==> config.mk <==
export PLATFORM = sky130hd
export DESIGN_NAME = postfix_expression_evaluator_flat
export DESIGN_NICKNAME = d
export VERILOG_FILES = /design/src/design/pfe_pkg.sv /design/src/design/pfe_if.sv /design/src/design/pfe_divider.sv /design/src/design/pfe_datapath.sv /design/src/design/pfe_ctrl.sv /design/src/design/postfix_expression_evaluator.sv /design/src/flat_wrapper.sv
export SDC_FILE = /design/constraint.sdc
export NUM_CORES = 2
export LEC_CHECK = 0
export BUFFER_PORTS_ARGS = -buffer_cell sky130_fd_sc_hd__buf_2
export CORE_ASPECT_RATIO = 0.7
export CORE_UTILIZATION = 58
export CTS_BUF_LIST = sky130_fd_sc_hd__clkbuf_8
export CTS_CLUSTER_SIZE = 20
export DETAILED_ROUTE_END_ITERATION = 10
export PLACE_DENSITY = 0.8
export SLEW_MARGIN = 20
export SYNTH_ARGS = -nofsm -noshare
export SYNTH_HDL_FRONTEND = slang
export SYNTH_SLANG_ARGS = --single-unit
==> constraint.sdc <==
create_clock -name clk -period 22 [get_ports clk]
set_input_delay 2.2 -clock clk [delete_from_list [all_inputs] [get_ports clk]]
set_output_delay 2.2 -clock clk [all_outputs]
set_load 0.005 [all_outputs]
==> src/design/pfe_pkg.sv <==
// ----------------------------------------------------------------------------
// pfe_pkg
// Shared constants, codes and controller/datapath types for the postfix
// expression evaluator.
// ----------------------------------------------------------------------------
package pfe_pkg;

  localparam int STACK_DEPTH = 64;
  localparam int MAX_DIGITS  = 4;

  localparam int CHAR_W     = 8;
  localparam int DATA_W     = 32;
  localparam int STATUS_W   = 3;
  localparam int LEN_W      = 8;
  localparam int ACC_W      = $clog2(10 ** MAX_DIGITS);
  localparam int DCNT_W     = $clog2(MAX_DIGITS + 1);
  localparam int STACK_AW   = $clog2(STACK_DEPTH);
  localparam int DEPTH_W    = $clog2(STACK_DEPTH + 1);
  localparam int DIV_CNT_W  = $clog2(DATA_W + 1);

  localparam logic [LEN_W-1:0] MAX_LEN_RESET = LEN_W'(100);

  localparam logic [CHAR_W-1:0] CH_PLUS  = 8'h2B;
  localparam logic [CHAR_W-1:0] CH_MINUS = 8'h2D;
  localparam logic [CHAR_W-1:0] CH_MUL   = 8'h2A;
  localparam logic [CHAR_W-1:0] CH_DIV   = 8'h2F;
  localparam logic [CHAR_W-1:0] CH_MOD   = 8'h25;
  localparam logic [CHAR_W-1:0] CH_SPACE = 8'h20;
  localparam logic [CHAR_W-1:0] CH_LF    = 8'h0A;
  localparam logic [CHAR_W-1:0] CH_CR    = 8'h0D;
  localparam logic [CHAR_W-1:0] CH_ZERO  = 8'h30;
  localparam logic [CHAR_W-1:0] CH_NINE  = 8'h39;

  typedef enum logic [STATUS_W-1:0] {
    ST_OK,
    ST_BADCHAR,
    ST_UNDERFLOW,
    ST_DIVZERO,
    ST_COUNT,
    ST_TOOLONG,
    ST_OVERFLOW
  } status_t;

  typedef enum logic [3:0] {
    S_IDLE,
    S_DECODE,
    S_PUSH,
    S_CLASS,
    S_FETCH_A,
    S_EXEC,
    S_DIV,
    S_WRITE,
    S_END,
    S_FINISH
  } state_t;

  typedef struct packed {
    logic    load_item;
    logic    acc_digit;
    logic    push_num;
    logic    rd_top;
    logic    rd_second;
    logic    lat_b;
    logic    alu_exec;
    logic    div_start;
    logic    div_finish;
    logic    write_res;
    logic    rd_base;
    logic    emit;
    logic    raise_en;
    status_t raise_code;
  } cmd_t;

  typedef struct packed {
    logic err_set;
    logic is_digit;
    logic is_op;
    logic is_div_op;
    logic is_sep;
    logic digits_full;
    logic has_digits;
    logic stack_full;
    logic stack_short;
    logic divisor_zero;
    logic last;
    logic final_bad;
    logic div_done;
    logic out_free;
  } stat_t;

endpackage

==> src/design/pfe_if.sv <==
// ----------------------------------------------------------------------------
// pfe_if
// Valid/ready channels for expression characters and for results.
// ----------------------------------------------------------------------------
interface pfe_in_if import pfe_pkg::*; ();
  logic              valid;
  logic              ready;
  logic [CHAR_W-1:0] character;
  logic              last;

  modport source (output valid, output character, output last, input ready);
  modport sink   (input valid, input character, input last, output ready);
endinterface

interface pfe_out_if import pfe_pkg::*; ();
  logic                       valid;
  logic                       ready;
  logic signed [DATA_W-1:0]   value;
  logic        [STATUS_W-1:0] status;

  modport source (output valid, output value, output status, input ready);
  modport sink   (input valid, input value, input status, output ready);
endinterface

==> src/design/pfe_divider.sv <==
// ----------------------------------------------------------------------------
// pfe_divider
// Unsigned restoring divider, one quotient bit per cycle.
// ----------------------------------------------------------------------------
module pfe_divider import pfe_pkg::*; (
  input  logic              clk,
  input  logic              rst,
  input  logic              start,
  input  logic [DATA_W-1:0] dividend,
  input  logic [DATA_W-1:0] divisor,
  output logic [DATA_W-1:0] quotient,
  output logic [DATA_W-1:0] remainder,
  output logic              done
);

  logic                 busy;
  logic [DIV_CNT_W-1:0] cnt;
  logic [DATA_W-1:0]    dvs;
  logic [DATA_W:0]      rem_sh;
  logic [DATA_W+1:0]    diff;

  assign rem_sh = {remainder, quotient[DATA_W-1]};
  assign diff   = {1'b0, rem_sh} - {2'b00, dvs};

  always_ff @(posedge clk) begin
    if (rst) begin
      busy <= 1'b0;
      done <= 1'b0;
      cnt  <= '0;
    end else begin
      done <= 1'b0;
      if (start) begin
        busy <= 1'b1;
        cnt  <= DIV_CNT_W'(DATA_W);
      end else if (busy) begin
        cnt <= cnt - DIV_CNT_W'(1);
        if (cnt == DIV_CNT_W'(1)) begin
          busy <= 1'b0;
          done <= 1'b1;
        end
      end
    end
  end

  always_ff @(posedge clk) begin
    if (start) begin
      quotient  <= dividend;
      remainder <= '0;
      dvs       <= divisor;
    end else if (busy) begin
      // A clear top bit means the shifted remainder covered the divisor.
      if (!diff[DATA_W+1]) begin
        remainder <= diff[DATA_W-1:0];
        quotient  <= {quotient[DATA_W-2:0], 1'b1};
      end else begin
        remainder <= rem_sh[DATA_W-1:0];
        quotient  <= {quotient[DATA_W-2:0], 1'b0};
      end
    end
  end

endmodule

==> src/design/pfe_datapath.sv <==
// ----------------------------------------------------------------------------
// pfe_datapath
// Operand stack memory, number accumulator, counters, error register,
// arithmetic unit and result register.
// ----------------------------------------------------------------------------
module pfe_datapath import pfe_pkg::*; (
  input  logic                clk,
  input  logic                rst,
  input  cmd_t                cmd,
  output stat_t               stat,
  input  logic [CHAR_W-1:0]   item_char,
  input  logic                item_last,
  input  logic                cfg_wr_en,
  input  logic [LEN_W-1:0]    cfg_wr_data,
  input  logic                out_ready,
  output logic                out_valid,
  output logic [DATA_W-1:0]   out_value,
  output logic [STATUS_W-1:0] out_status
);

  logic [DATA_W-1:0]  mem [STACK_DEPTH];
  logic [DATA_W-1:0]  rd_data;
  logic               mem_we;
  logic [STACK_AW-1:0] waddr;
  logic [DATA_W-1:0]  wdata;
  logic               mem_re;
  logic [STACK_AW-1:0] raddr;

  logic [CHAR_W-1:0]  char_q;
  logic               last_q;
  logic [LEN_W-1:0]   max_len;
  logic [LEN_W-1:0]   char_count;
  logic [DEPTH_W-1:0] depth;
  logic [DEPTH_W-1:0] depth_m1;
  logic [DEPTH_W-1:0] depth_m2;
  logic [ACC_W-1:0]   acc;
  logic [DCNT_W-1:0]  digit_count;
  status_t            err;
  status_t            err_next;

  logic [DATA_W-1:0]  opb;
  logic [DATA_W-1:0]  res;
  logic [DATA_W-1:0]  alu_res;
  logic               neg_a;
  logic               neg_b;
  logic               want_rem;
  logic [DATA_W-1:0]  quo;
  logic [DATA_W-1:0]  rem;
  logic               div_done;
  logic [DATA_W-1:0]  abs_a;
  logic [DATA_W-1:0]  abs_b;
  logic               too_long;

  assign depth_m1 = depth - DEPTH_W'(1);
  assign depth_m2 = depth - DEPTH_W'(2);
  assign too_long = (char_count >= max_len);

  always_comb begin
    stat.err_set      = (err != ST_OK);
    stat.is_digit     = char_q inside {[CH_ZERO:CH_NINE]};
    stat.is_op        = char_q inside {CH_PLUS, CH_MINUS, CH_MUL, CH_DIV, CH_MOD};
    stat.is_div_op    = char_q inside {CH_DIV, CH_MOD};
    stat.is_sep       = char_q inside {CH_SPACE, CH_LF, CH_CR};
    stat.digits_full  = (digit_count >= DCNT_W'(MAX_DIGITS));
    stat.has_digits   = (digit_count != '0);
    stat.stack_full   = (depth >= DEPTH_W'(STACK_DEPTH));
    stat.stack_short  = (depth < DEPTH_W'(2));
    stat.divisor_zero = (opb == '0);
    stat.last         = last_q;
    stat.final_bad    = (digit_count != '0) || (depth != DEPTH_W'(1));
    stat.div_done     = div_done;
    stat.out_free     = !out_valid || out_ready;
  end

  // Stack memory: one write and one registered read per cycle.
  always_comb begin
    mem_we = 1'b0;
    waddr  = depth[STACK_AW-1:0];
    wdata  = DATA_W'(acc);
    if (cmd.push_num && !stat.stack_full) begin
      mem_we = 1'b1;
    end else if (cmd.write_res) begin
      mem_we = 1'b1;
      waddr  = depth_m2[STACK_AW-1:0];
      wdata  = res;
    end
    mem_re = cmd.rd_top || cmd.rd_second || cmd.rd_base;
    if (cmd.rd_top) begin
      raddr = depth_m1[STACK_AW-1:0];
    end else if (cmd.rd_second) begin
      raddr = depth_m2[STACK_AW-1:0];
    end else begin
      raddr = '0;
    end
  end

  always_ff @(posedge clk) begin
    if (mem_we) begin
      mem[waddr] <= wdata;
    end
    if (mem_re) begin
      rd_data <= mem[raddr];
    end
  end

  always_comb begin
    err_next = err;
    if (err == ST_OK) begin
      if (cmd.load_item && too_long) begin
        err_next = ST_TOOLONG;
      end else if (cmd.raise_en) begin
        err_next = cmd.raise_code;
      end
    end
  end

  always_ff @(posedge clk) begin
    if (rst) begin
      max_len     <= MAX_LEN_RESET;
      char_count  <= '0;
      depth       <= '0;
      acc         <= '0;
      digit_count <= '0;
      err         <= ST_OK;
      out_valid   <= 1'b0;
    end else begin
      if (cfg_wr_en) begin
        max_len <= cfg_wr_data;
      end
      err <= err_next;
      if (cmd.load_item && !too_long) begin
        char_count <= char_count + LEN_W'(1);
      end
      if (cmd.acc_digit) begin
        acc         <= acc * ACC_W'(10) + ACC_W'(char_q[3:0]);
        digit_count <= digit_count + DCNT_W'(1);
      end
      if (cmd.push_num) begin
        acc         <= '0;
        digit_count <= '0;
        if (!stat.stack_full) begin
          depth <= depth + DEPTH_W'(1);
        end
      end
      // Two operands popped and one pushed.
      if (cmd.write_res) begin
        depth <= depth_m1;
      end
      if (cmd.emit) begin
        out_valid   <= 1'b1;
        char_count  <= '0;
        depth       <= '0;
        acc         <= '0;
        digit_count <= '0;
        err         <= ST_OK;
      end else if (out_ready) begin
        out_valid <= 1'b0;
      end
    end
  end

  always_comb begin
    case (char_q)
      CH_PLUS:  alu_res = rd_data + opb;
      CH_MINUS: alu_res = rd_data - opb;
      default:  alu_res = rd_data * opb;
    endcase
  end

  assign abs_a = rd_data[DATA_W-1] ? (DATA_W'(0) - rd_data) : rd_data;
  assign abs_b = opb[DATA_W-1] ? (DATA_W'(0) - opb) : opb;

  always_ff @(posedge clk) begin
    if (cmd.load_item) begin
      char_q <= item_char;
      last_q <= item_last;
    end
    if (cmd.lat_b) begin
      opb <= rd_data;
    end
    if (cmd.alu_exec) begin
      res <= alu_res;
    end
    if (cmd.div_start) begin
      neg_a    <= rd_data[DATA_W-1];
      neg_b    <= opb[DATA_W-1];
      want_rem <= (char_q == CH_MOD);
    end
    // The remainder follows the dividend's sign, the quotient the sign product.
    if (cmd.div_finish) begin
      if (want_rem) begin
        res <= neg_a ? (DATA_W'(0) - rem) : rem;
      end else begin
        res <= (neg_a != neg_b) ? (DATA_W'(0) - quo) : quo;
      end
    end
    if (cmd.emit) begin
      out_value  <= (err == ST_OK) ? rd_data : '0;
      out_status <= err;
    end
  end

  pfe_divider u_divider (
    .clk       (clk),
    .rst       (rst),
    .start     (cmd.div_start),
    .dividend  (abs_a),
    .divisor   (abs_b),
    .quotient  (quo),
    .remainder (rem),
    .done      (div_done)
  );

endmodule

==> src/design/pfe_ctrl.sv <==
// ----------------------------------------------------------------------------
// pfe_ctrl
// Sequencer that steps each character through decode, number push,
// operator fetch, execute, write-back and end-of-expression handling.
// ----------------------------------------------------------------------------
module pfe_ctrl import pfe_pkg::*; (
  input  logic  clk,
  input  logic  rst,
  input  logic  item_valid,
  output logic  item_ready,
  input  stat_t stat,
  output cmd_t  cmd
);

  state_t state;
  state_t state_next;

  always_ff @(posedge clk) begin
    if (rst) begin
      state <= S_IDLE;
    end else begin
      state <= state_next;
    end
  end

  always_comb begin
    state_next     = state;
    cmd            = '0;
    cmd.raise_code = ST_OK;
    item_ready     = 1'b0;
    case (state)
      S_IDLE: begin
        item_ready = 1'b1;
        if (item_valid) begin
          cmd.load_item = 1'b1;
          state_next    = S_DECODE;
        end
      end
      S_DECODE: begin
        if (stat.err_set) begin
          state_next = S_END;
        end else if (stat.is_digit) begin
          if (stat.digits_full) begin
            cmd.raise_en   = 1'b1;
            cmd.raise_code = ST_OVERFLOW;
          end else begin
            cmd.acc_digit = 1'b1;
          end
          state_next = S_END;
        end else if (stat.has_digits) begin
          state_next = S_PUSH;
        end else begin
          state_next = S_CLASS;
        end
      end
      S_PUSH: begin
        cmd.push_num = 1'b1;
        if (stat.stack_full) begin
          cmd.raise_en   = 1'b1;
          cmd.raise_code = ST_OVERFLOW;
        end
        state_next = S_CLASS;
      end
      S_CLASS: begin
        if (stat.err_set) begin
          state_next = S_END;
        end else if (stat.is_op) begin
          if (stat.stack_short) begin
            cmd.raise_en   = 1'b1;
            cmd.raise_code = ST_UNDERFLOW;
            state_next     = S_END;
          end else begin
            cmd.rd_top = 1'b1;
            state_next = S_FETCH_A;
          end
        end else if (stat.is_sep) begin
          state_next = S_END;
        end else begin
          cmd.raise_en   = 1'b1;
          cmd.raise_code = ST_BADCHAR;
          state_next     = S_END;
        end
      end
      S_FETCH_A: begin
        cmd.lat_b     = 1'b1;
        cmd.rd_second = 1'b1;
        state_next    = S_EXEC;
      end
      S_EXEC: begin
        if (stat.is_div_op) begin
          if (stat.divisor_zero) begin
            cmd.raise_en   = 1'b1;
            cmd.raise_code = ST_DIVZERO;
            state_next     = S_END;
          end else begin
            cmd.div_start = 1'b1;
            state_next    = S_DIV;
          end
        end else begin
          cmd.alu_exec = 1'b1;
          state_next   = S_WRITE;
        end
      end
      S_DIV: begin
        if (stat.div_done) begin
          cmd.div_finish = 1'b1;
          state_next     = S_WRITE;
        end
      end
      S_WRITE: begin
        cmd.write_res = 1'b1;
        state_next    = S_END;
      end
      S_END: begin
        if (stat.last) begin
          if (!stat.err_set && stat.final_bad) begin
            cmd.raise_en   = 1'b1;
            cmd.raise_code = ST_COUNT;
          end
          cmd.rd_base = 1'b1;
          state_next  = S_FINISH;
        end else begin
          state_next = S_IDLE;
        end
      end
      S_FINISH: begin
        // Wait for the result register to be free before handing over.
        if (stat.out_free) begin
          cmd.emit   = 1'b1;
          state_next = S_IDLE;
        end
      end
      default: begin
        state_next = S_IDLE;
      end
    endcase
  end

endmodule

==> src/design/postfix_expression_evaluator.sv <==
// ----------------------------------------------------------------------------
// postfix_expression_evaluator
// Division and modulo run on a divider that yields one quotient bit per cycle.
// A last item hands its result to the output register, and waits there while
// that register is still occupied. Reset clears the controller, counters and
// errors and sets max_length to 100; the stack RAM is not cleared.
// ----------------------------------------------------------------------------
module postfix_expression_evaluator import pfe_pkg::*; (
  input  logic             clk,
  input  logic             rst,
  pfe_in_if.sink           expr,
  pfe_out_if.source        result,
  input  logic             cfg_wr_en,
  input  logic [LEN_W-1:0] cfg_wr_data
);

  cmd_t                cmd;
  stat_t               stat;
  logic                ready;
  logic [DATA_W-1:0]   value;
  logic [STATUS_W-1:0] status;
  logic                valid;

  assign expr.ready    = ready;
  assign result.valid  = valid;
  assign result.value  = value;
  assign result.status = status;

  pfe_ctrl u_ctrl (
    .clk        (clk),
    .rst        (rst),
    .item_valid (expr.valid),
    .item_ready (ready),
    .stat       (stat),
    .cmd        (cmd)
  );

  pfe_datapath u_datapath (
    .clk         (clk),
    .rst         (rst),
    .cmd         (cmd),
    .stat        (stat),
    .item_char   (expr.character),
    .item_last   (expr.last),
    .cfg_wr_en   (cfg_wr_en),
    .cfg_wr_data (cfg_wr_data),
    .out_ready   (result.ready),
    .out_valid   (valid),
    .out_value   (value),
    .out_status  (status)
  );

endmodule

==> src/flat_wrapper.sv <==
// flat-port wrapper written by rule: the top's interface ports become plain ports
module postfix_expression_evaluator_flat import pfe_pkg::*;
  (clk, rst, cfg_wr_en, cfg_wr_data, expr_valid, expr_character, expr_last, expr_ready, result_valid, result_value, result_status, result_ready);
  pfe_in_if expr_i ();
  pfe_out_if result_i ();
  input  logic clk;
  input  logic rst;
  input  logic cfg_wr_en;
  input  logic [LEN_W-1:0] cfg_wr_data;
  input wire logic [$bits(expr_i.valid)-1:0] expr_valid;
  input wire logic [$bits(expr_i.character)-1:0] expr_character;
  input wire logic [$bits(expr_i.last)-1:0] expr_last;
  output wire logic [$bits(expr_i.ready)-1:0] expr_ready;
  output wire logic [$bits(result_i.valid)-1:0] result_valid;
  output wire logic [$bits(result_i.value)-1:0] result_value;
  output wire logic [$bits(result_i.status)-1:0] result_status;
  input wire logic [$bits(result_i.ready)-1:0] result_ready;
  assign expr_i.valid = expr_valid;
  assign expr_i.character = expr_character;
  assign expr_i.last = expr_last;
  assign expr_ready = expr_i.ready;
  assign result_valid = result_i.valid;
  assign result_value = result_i.value;
  assign result_status = result_i.status;
  assign result_i.ready = result_ready;
  postfix_expression_evaluator u_core (.clk(clk), .rst(rst), .expr(expr_i), .result(result_i), .cfg_wr_en(cfg_wr_en), .cfg_wr_data(cfg_wr_data));
endmodule
Yosys cells after proc, flatten, opt, wreduce, memory -nomap -nowiden
Memories as Yosys holds them, arrays and structs flattened. A register that Yosys moved wholly into a read port is not among the register bits.
Cells that the tools add are included.
{"block": "totals", "latchBits": 0, "romBits": 0, "mem_count": 1, "ff_bits": 263, "mem_bits_rw": 2048, "output_inout_bits": 37}
{"block": "op_classes", "add_sub_neg": 14, "order_cmp": 6, "bitwise": 1, "n_div": 0, "n_eq_ne": 24, "reduce_logical": 33, "n_shift": 0, "muxes": 85, "n_mul": 2}
{"memory": "u_core.u_datapath.mem", "depth": 64, "word_bits": 32, "read_ports": 1, "rd_ports_with_merged_regs": 1, "wr": 1, "line_no": "pfe_datapath.sv:21", "rtl": "logic [DATA_W-1:0] mem [STACK_DEPTH];"}
{"op": "$mux 32", "n": 11}
{"op": "$sub 1x32->32 const A", "n": 4}
{"op": "$mux 4", "n": 23}
{"op": "$pmux 32 s2", "n": 1}
{"op": "$eq 8x6->1 const B", "n": 6}
{"op": "$pmux 4 s10", "n": 1}
{"op": "$mux 6", "n": 6}
{"op": "$mux 1", "n": 34}
{"op": "$sub 33x32->34", "n": 1}
{"op": "$add 32x32->32", "n": 1}
{"op": "$logic_not 32->1", "n": 1}
{"op": "$mul 32x32->32", "n": 1}
{"op": "$sub 32x32->32", "n": 1}
{"op": "$mux 31", "n": 1}
{"op": "$mux 7", "n": 3}
{"op": "$pmux 4 s5", "n": 1}
{"op": "$eq 4x3->1 const B", "n": 4}
{"op": "$eq 8x4->1 const B", "n": 2}
{"op": "$add 14x4->14", "n": 1}
{"op": "$mul 14x3->13 const B", "n": 1}
{"op": "$reduce_bool 2->1", "n": 6}
{"op": "$reduce_bool 3->1", "n": 3}
{"op": "$add 8x1->8 const B", "n": 1}
{"op": "$eq 4x2->1 const B", "n": 2}
{"op": "other kinds (31)", "n": 49}

Depth between registers and ports, before layout
{"block": "depth", "depth_word": 8, "depth_mapped": 27}

Modules after synthesis
Synthesis repeated with hierarchy kept, for this count alone.
{"block": "hier_totals", "cells_unflattened": 9982, "hier_area_um2": 116429.2}
{"mod": "pfe_datapath", "area_per_inst_um2": 109909.2, "n_inst": 1, "cells_per_inst": 9323}
{"mod": "pfe_divider", "area_per_inst_um2": 5925.7, "n_inst": 1, "cells_per_inst": 580}
{"mod": "pfe_ctrl", "area_per_inst_um2": 594.3, "n_inst": 1, "cells_per_inst": 79}

Least setup slack after synthesis
No wires, ideal clock.
{"block": "synth_timing", "path_type": "reg2reg", "startpoint": "register u_core.u_datapath.rd_data[9] (read register of u_core.u_datapath.mem)", "endpoint": "register u_core.u_datapath.res[24] (data pin)", "arrival_time_ps": 6880, "path_stages_with_launch": 24, "path_slack_ps": 14845, "required_ps": 21725, "n_path_buf": 2, "setup_ps": 275, "path_cell_list": "edfxtp_1 clkbuf_1 clkbuf_1 and2_1 fa_1 inv_1 fa_1 fa_1 fa_1 inv_1 ha_1 ha_1 fa_1 fa_1 ha_1 a21o_1 a2111oi_0 nand2_1 o2111ai_1 a21boi_0 o21a_1 or3_1 nand3_1 a22oi_1"}
{"block": "synth_via", "elab_chain_cells": 4}
{"element": "start: declaration", "line_no": "pfe_datapath.sv:22", "rtl": "logic [DATA_W-1:0] rd_data;"}
{"element": "$mul 32x32->32, or another cell as far along", "line_no": "pfe_datapath.sv:166", "rtl": "default: alu_res = rd_data * opb;"}
{"element": "$pmux 32 s2 *", "line_no": "pfe_datapath.sv:163", "rtl": "case (char_q)"}
{"element": "$mux 32 *", "line_no": "pfe_datapath.sv:181", "rtl": "if (cmd.alu_exec) begin"}
{"element": "$mux 32 *", "line_no": "pfe_datapath.sv:190", "rtl": "if (cmd.div_finish) begin"}
{"element": "end signal: assignment", "line_no": "pfe_datapath.sv:182", "rtl": "res <= alu_res;"}
{"element": "end signal: assignment", "line_no": "pfe_datapath.sv:192", "rtl": "res <= neg_a ? (DATA_W'(0) - rem) : rem;"}
{"element": "end signal: assignment", "line_no": "pfe_datapath.sv:194", "rtl": "res <= (neg_a != neg_b) ? (DATA_W'(0) - quo) : quo;"}
{"element": "end: declaration", "line_no": "pfe_datapath.sv:42", "rtl": "logic [DATA_W-1:0] res;"}
Every way passes the cells marked *; elsewhere a longest branch is shown, timed or not. The select of a mux whose other input is x is not followed.
A chain may end at the register's enable or synchronous reset.

Worst setup path in the final report
{"block": "layout_timing", "startpoint": "register u_core.u_datapath.depth[0]", "endpoint": "register u_core.u_datapath.rd_data[7] (read register of u_core.u_datapath.mem) (data pin)"}
{"block": "layout_via", "elab_chain_cells": 7}
{"element": "start: declaration", "line_no": "pfe_datapath.sv:33", "rtl": "logic [DEPTH_W-1:0] depth;"}
{"element": "start signal: assignment", "line_no": "pfe_datapath.sv:142", "rtl": "depth <= depth + DEPTH_W'(1);"}
{"element": "start signal: assignment", "line_no": "pfe_datapath.sv:147", "rtl": "depth <= depth_m1;"}
{"element": "$lt 7x2->1", "line_no": "pfe_datapath.sv:67", "rtl": "stat.stack_short = (depth < DEPTH_W'(2));"}
{"element": "$mux 1", "line_no": "pfe_ctrl.sv:68", "rtl": "if (stat.stack_short) begin"}
{"element": "$mux 1", "line_no": "pfe_ctrl.sv:67", "rtl": "end else if (stat.is_op) begin"}
{"element": "$mux 1", "line_no": "pfe_ctrl.sv:65", "rtl": "if (stat.err_set) begin"}
{"element": "$mux 1", "line_no": "pfe_ctrl.sv:31", "rtl": "case (state)"}
{"element": "$logic_or 1x1->1 (2 in a row)", "line_no": "pfe_datapath.sv:87", "rtl": "mem_re = cmd.rd_top || cmd.rd_second || cmd.rd_base;"}
Several ways; a longest one is shown, not always the timed one.

==> impl_results.rst <==
.. list-table::
   :header-rows: 1

   * - Metric
     - Value
   * - Final Hold Viols
     - 0
   * - Wire length of the first global-routing pass
     - between 500000 and 600000 um
   * - Mean number of vias per cell
     - about 6.5
   * - Endpoint of the worst hold-timing path
     - u_core.u_datapath.u_divider.cnt[0]
   * - Total nets after synthesis
     - roughly 11000
   * - Y dimension of the die
     - between 300 and 400 um
   * - Startpoint of the lowest-slack hold path
     - u_core.u_datapath.u_divider.cnt[0]
   * - Setup repair after global routing missed its margin
     - false
   * - Hold Slack
     - just under 500 ps
   * - CP startpoint kind
     - flip-flop
   * - Number of enable-type register cells in the synthesized netlist
     - about 2300
   * - Worst vdd rail ir drop
     - roughly 120 uV
   * - Signed area change from the synthesized netlist to the final layout
     - 8.52%
   * - Post-Synthesis Cell Area
     - approximately 0.12 mm2
   * - Maximum number of pins on one net before global-route repair
     - between 150 and 200
   * - Initial DRC count
     - 13800
   * - Core Footprint
     - 0.198 mm2
   * - Worst-Margin Slew
     - 1340 ps
   * - Register-to-register setup slack
     - between 10000 and 15000 ps
   * - Crit path capture type
     - flip-flop
   * - DRC errors left
     - 0
   * - Final GP Congestion
     - 1.00
   * - Pins over their slew limit
     - 0
   * - Count of yosys warnings during synthesis
     - 0
   * - Count of state elements after synthesis
     - roughly 2300
   * - Number of cells produced by synthesis
     - between 10000 and 15000
   * - Sequential fraction of the synthesis area
     - 59.9%
   * - Clock latency on the worst-skew pair
     - between 900 and 1000 ps
   * - Final clock period utilization by the worst path
     - 36.9%
   * - Placed Area
     - between 0.1 and 0.15 mm2
   * - Net count of the finished layout
     - around 11000
   * - Number of buffers inserted by hold repair at cts
     - 0
   * - Worst Hold Class
     - reg -> reg
   * - Number of detailed-route iterations in the first pass
     - 10
   * - Ranking of synthesized cells by instance count
     - sky130_fd_sc_hd__nand2_1, sky130_fd_sc_hd__edfxtp_1, sky130_fd_sc_hd__nand3_1, sky130_fd_sc_hd__inv_1, sky130_fd_sc_hd__clkbuf_1
   * - Time the worst path needs with I/O delays and setup
     - between 8000 and 9000 ps
   * - Reg clk slew, reported paths
     - about 60 ps
   * - Post-layout instance area
     - around 0.13 mm2
   * - WP data required
     - between 20000 and 25000 ps
   * - Max-cap check violation count
     - 0
   * - Netlist cell types
     - 80
   * - Share of async-settable or async-resettable flops after synthesis
     - 0%
   * - Post-Route WL
     - between 300000 and 400000 um
   * - Routed length per placed instance
     - 27.5 um
   * - Most used flip-flop cell after synthesis
     - sky130_fd_sc_hd__edfxtp_1
   * - Fraction of post-synthesis cell area in the top cell type by area
     - approximately three fifths
   * - Buffers on Ports
     - 58
   * - Post-route antenna net violation count
     - 0
   * - Number of buffers created by CTS
     - ~340
   * - Number of antenna violations at the first check in global routing
     - 27
   * - Overall global routing resource usage
     - around a third
   * - Reg2reg end
     - u_core.u_datapath.rd_data[7]
   * - Achievable Freq
     - around 0.12 GHz
   * - Outcome
     - finished, final reports clean
   * - Congestion Overflow GR
     - 0
   * - Clock tree from TritonCTS
     - done
   * - Clock Root Buffer
     - sky130_fd_sc_hd__clkbuf_8
   * - Data arrival time at the worst-slack endpoint
     - just under 9000 ps
   * - Post-detail-place hpwl
     - roughly 210000 um
   * - Reported leakage power
     - ~0.048 uW
   * - Fraction of layout instances using a drive strength above 1
     - around 8.5%
   * - Width of the die
     - about 540 um
   * - Row count
     - roughly 140
   * - Yosys top cell by area
     - sky130_fd_sc_hd__edfxtp_1
   * - Hold Path Cell Cnt
     - 2
   * - Worst setup path class
     - reg -> reg
   * - Total via count after detailed routing
     - 83400
   * - Number of buffers inserted by post-CTS setup repair
     - 0
   * - Power per standard cell area
     - approximately 80 mW/mm2
   * - Full die area
     - a little over 0.2 mm2
   * - Average footprint of a synthesized cell
     - 11.6 um2
   * - Boundary pin count
     - ~60
   * - Worst-case clock skew
     - 91.3 ps
   * - Resized cells post-CTS
     - 0
   * - CTS Buffer Depth
     - 4
   * - Vias in the first global route
     - 79600
   * - Starting Density
     - 58.7%
   * - Critical register-to-register path startpoint
     - u_core.u_datapath.depth[0]
   * - Total Neg Setup Slack
     - 0 ps
   * - Count of final setup violators
     - 0
   * - # H-tree levels
     - 5
   * - CP Max Fanout
     - about 150
   * - Top-count cell post-synth
     - sky130_fd_sc_hd__nand2_1
   * - Register-to-Register Path Depth
     - 14
   * - Number of clock sinks seen by CTS
     - ~2300
   * - Rel. slew slack
     - 10.1%
   * - Ranking of synthesized cells by area
     - sky130_fd_sc_hd__edfxtp_1, sky130_fd_sc_hd__nand2_1, sky130_fd_sc_hd__fa_1
## flip-flops by register name, indices dropped and copies added (netlist names), 14 cells and up
name	cells
u_core.u_datapath.mem	2048
u_core.u_datapath.u_divider.dvs	32
u_core.u_datapath.res	32
u_core.u_datapath.u_divider.remainder	32
u_core.u_datapath.u_divider.quotient	32
u_core.u_datapath.rd_data	32
u_core.u_datapath.acc	14
u_core.u_datapath.opb	32
u_core.u_datapath.out_value	32
## layout make-up
cell class | instances | area, um2
repair buffers | 290 | 2180
diodes | 22 | 55.1
clock inverters | 242 | 1280
inverters | 479 | 1800
clock buffers | 353 | 4860
fillers | 14300 | 71600
well taps | 2622 | 3280
flip-flops and latches | 2343 | 69500
multi-input cells | 6543 | 43000
## routing by layer
| metal | routed length [um] | global-route usage, % | vias up | share of wire [%] |
|---|---|---|---|---|
| li1 | - | - | 35400 | - |
| met1 | 130000 | 48.5 | 40500 | 37 |
| met2 | 144000 | 47.6 | 6595 | 41 |
| met3 | 63600 | 14.7 | 920 | 18 |
| met4 | 16300 | 14.6 | 22 | 4.6 |
| met5 | 150 | 0 | - | 0.042 |
## worst max path at each step
stage / start / to / slack, ps / depth (start not counted)
2_1_floorplan: u_core.u_datapath.rd_data[9] / u_core.u_datapath.res[24] / 14850 / 23
3_3_place_gp: u_core.u_datapath.rd_data[8] / u_core.u_datapath.res[31] / 14390 / 23
3_5_place_dp: u_core.u_datapath.depth[0] / u_core.u_datapath.rd_data[3] / 14330 / 14
4_1_cts: u_core.u_datapath.depth[0] / u_core.u_datapath.rd_data[3] / 14280 / 14
5_1_grt: u_core.u_datapath.depth[0] / u_core.u_datapath.rd_data[7] / 13810 / 14
6_report: u_core.u_datapath.depth[0] / u_core.u_datapath.rd_data[7] / 13870 / 14
## kinds of logic (layout without fill, tap and decap cells)
logic type / after synthesis / in the layout / synth area share, %
adder cells (fa/ha/maj): 644 / 644 / 9.61
AO/OA/AOI/OAI: 1268 / 1268 / 7.46
AND/OR/NAND/NOR: 4289 / 4289 / 16.6
flip-flops: 2343 / 2343 / 59.9
buffers and inverters: 1120 / 1364 / 3.77
other: 0 / 22 / 0
XOR/XNOR: 302 / 302 / 2.30
multiplexers: 40 / 40 / 0.354
## critical path, cell delays in order (launching register included)
cell	delay, ps
sky130_fd_sc_hd__dfxtp_1	760
sky130_fd_sc_hd__clkinv_1	480
sky130_fd_sc_hd__ha_1	510
sky130_fd_sc_hd__o41ai_4	360
sky130_fd_sc_hd__buf_4	580
sky130_fd_sc_hd__buf_4	720
sky130_fd_sc_hd__buf_12	460
sky130_fd_sc_hd__buf_4	660
sky130_fd_sc_hd__buf_4	790
sky130_fd_sc_hd__nand2_1	110
sky130_fd_sc_hd__and3_1	200
sky130_fd_sc_hd__a311oi_1	270
sky130_fd_sc_hd__a31oi_1	100
sky130_fd_sc_hd__o211ai_1	940
sky130_fd_sc_hd__and3_1	520
## cell usage in the layout, fill, tap and decap left out, types with 177 or more instances in the layout
cell | synthesis | layout
sky130_fd_sc_hd__nand2_1 | 2524 | 2510
sky130_fd_sc_hd__edfxtp_1 | 2255 | 2255
sky130_fd_sc_hd__inv_1 | 477 | 588
sky130_fd_sc_hd__nand3_1 | 489 | 488
sky130_fd_sc_hd__fa_1 | 412 | 412
sky130_fd_sc_hd__and3_1 | 371 | 371
sky130_fd_sc_hd__clkbuf_8 | 0 | 354
sky130_fd_sc_hd__and2_1 | 366 | 347
sky130_fd_sc_hd__a31oi_1 | 290 | 288
sky130_fd_sc_hd__ha_1 | 232 | 232
sky130_fd_sc_hd__buf_4 | 0 | 219
sky130_fd_sc_hd__nor2_1 | 271 | 205
sky130_fd_sc_hd__a311oi_1 | 194 | 194
sky130_fd_sc_hd__xnor2_1 | 178 | 177
## stage by stage
stage / power (uW) / utilization (%) / std cells / setup slack (ps)
3_3_place_gp: 6740 / 60.5 / 12300 / 14390
2_1_floorplan: 6300 / - / 10000 / 14850
6_report: 10000 / 63.7 / 12900 / 13870
4_1_cts: 10000 / 63.7 / 12900 / 14280
5_1_grt: 10400 / 63.7 / 12900 / 13810
3_5_place_dp: 6780 / 60.5 / 12300 / 14330
## power by group
part,total [uW],leakage [uW],switching (uW),internal [uW]
registers,4960,0.0228,40.7,4920
clock network,3290,0.00357,1700,1600
logic,1780,0.0217,1020,757
total,10000,0.0481,2760,7280
Power figures use the tool's default switching activity.
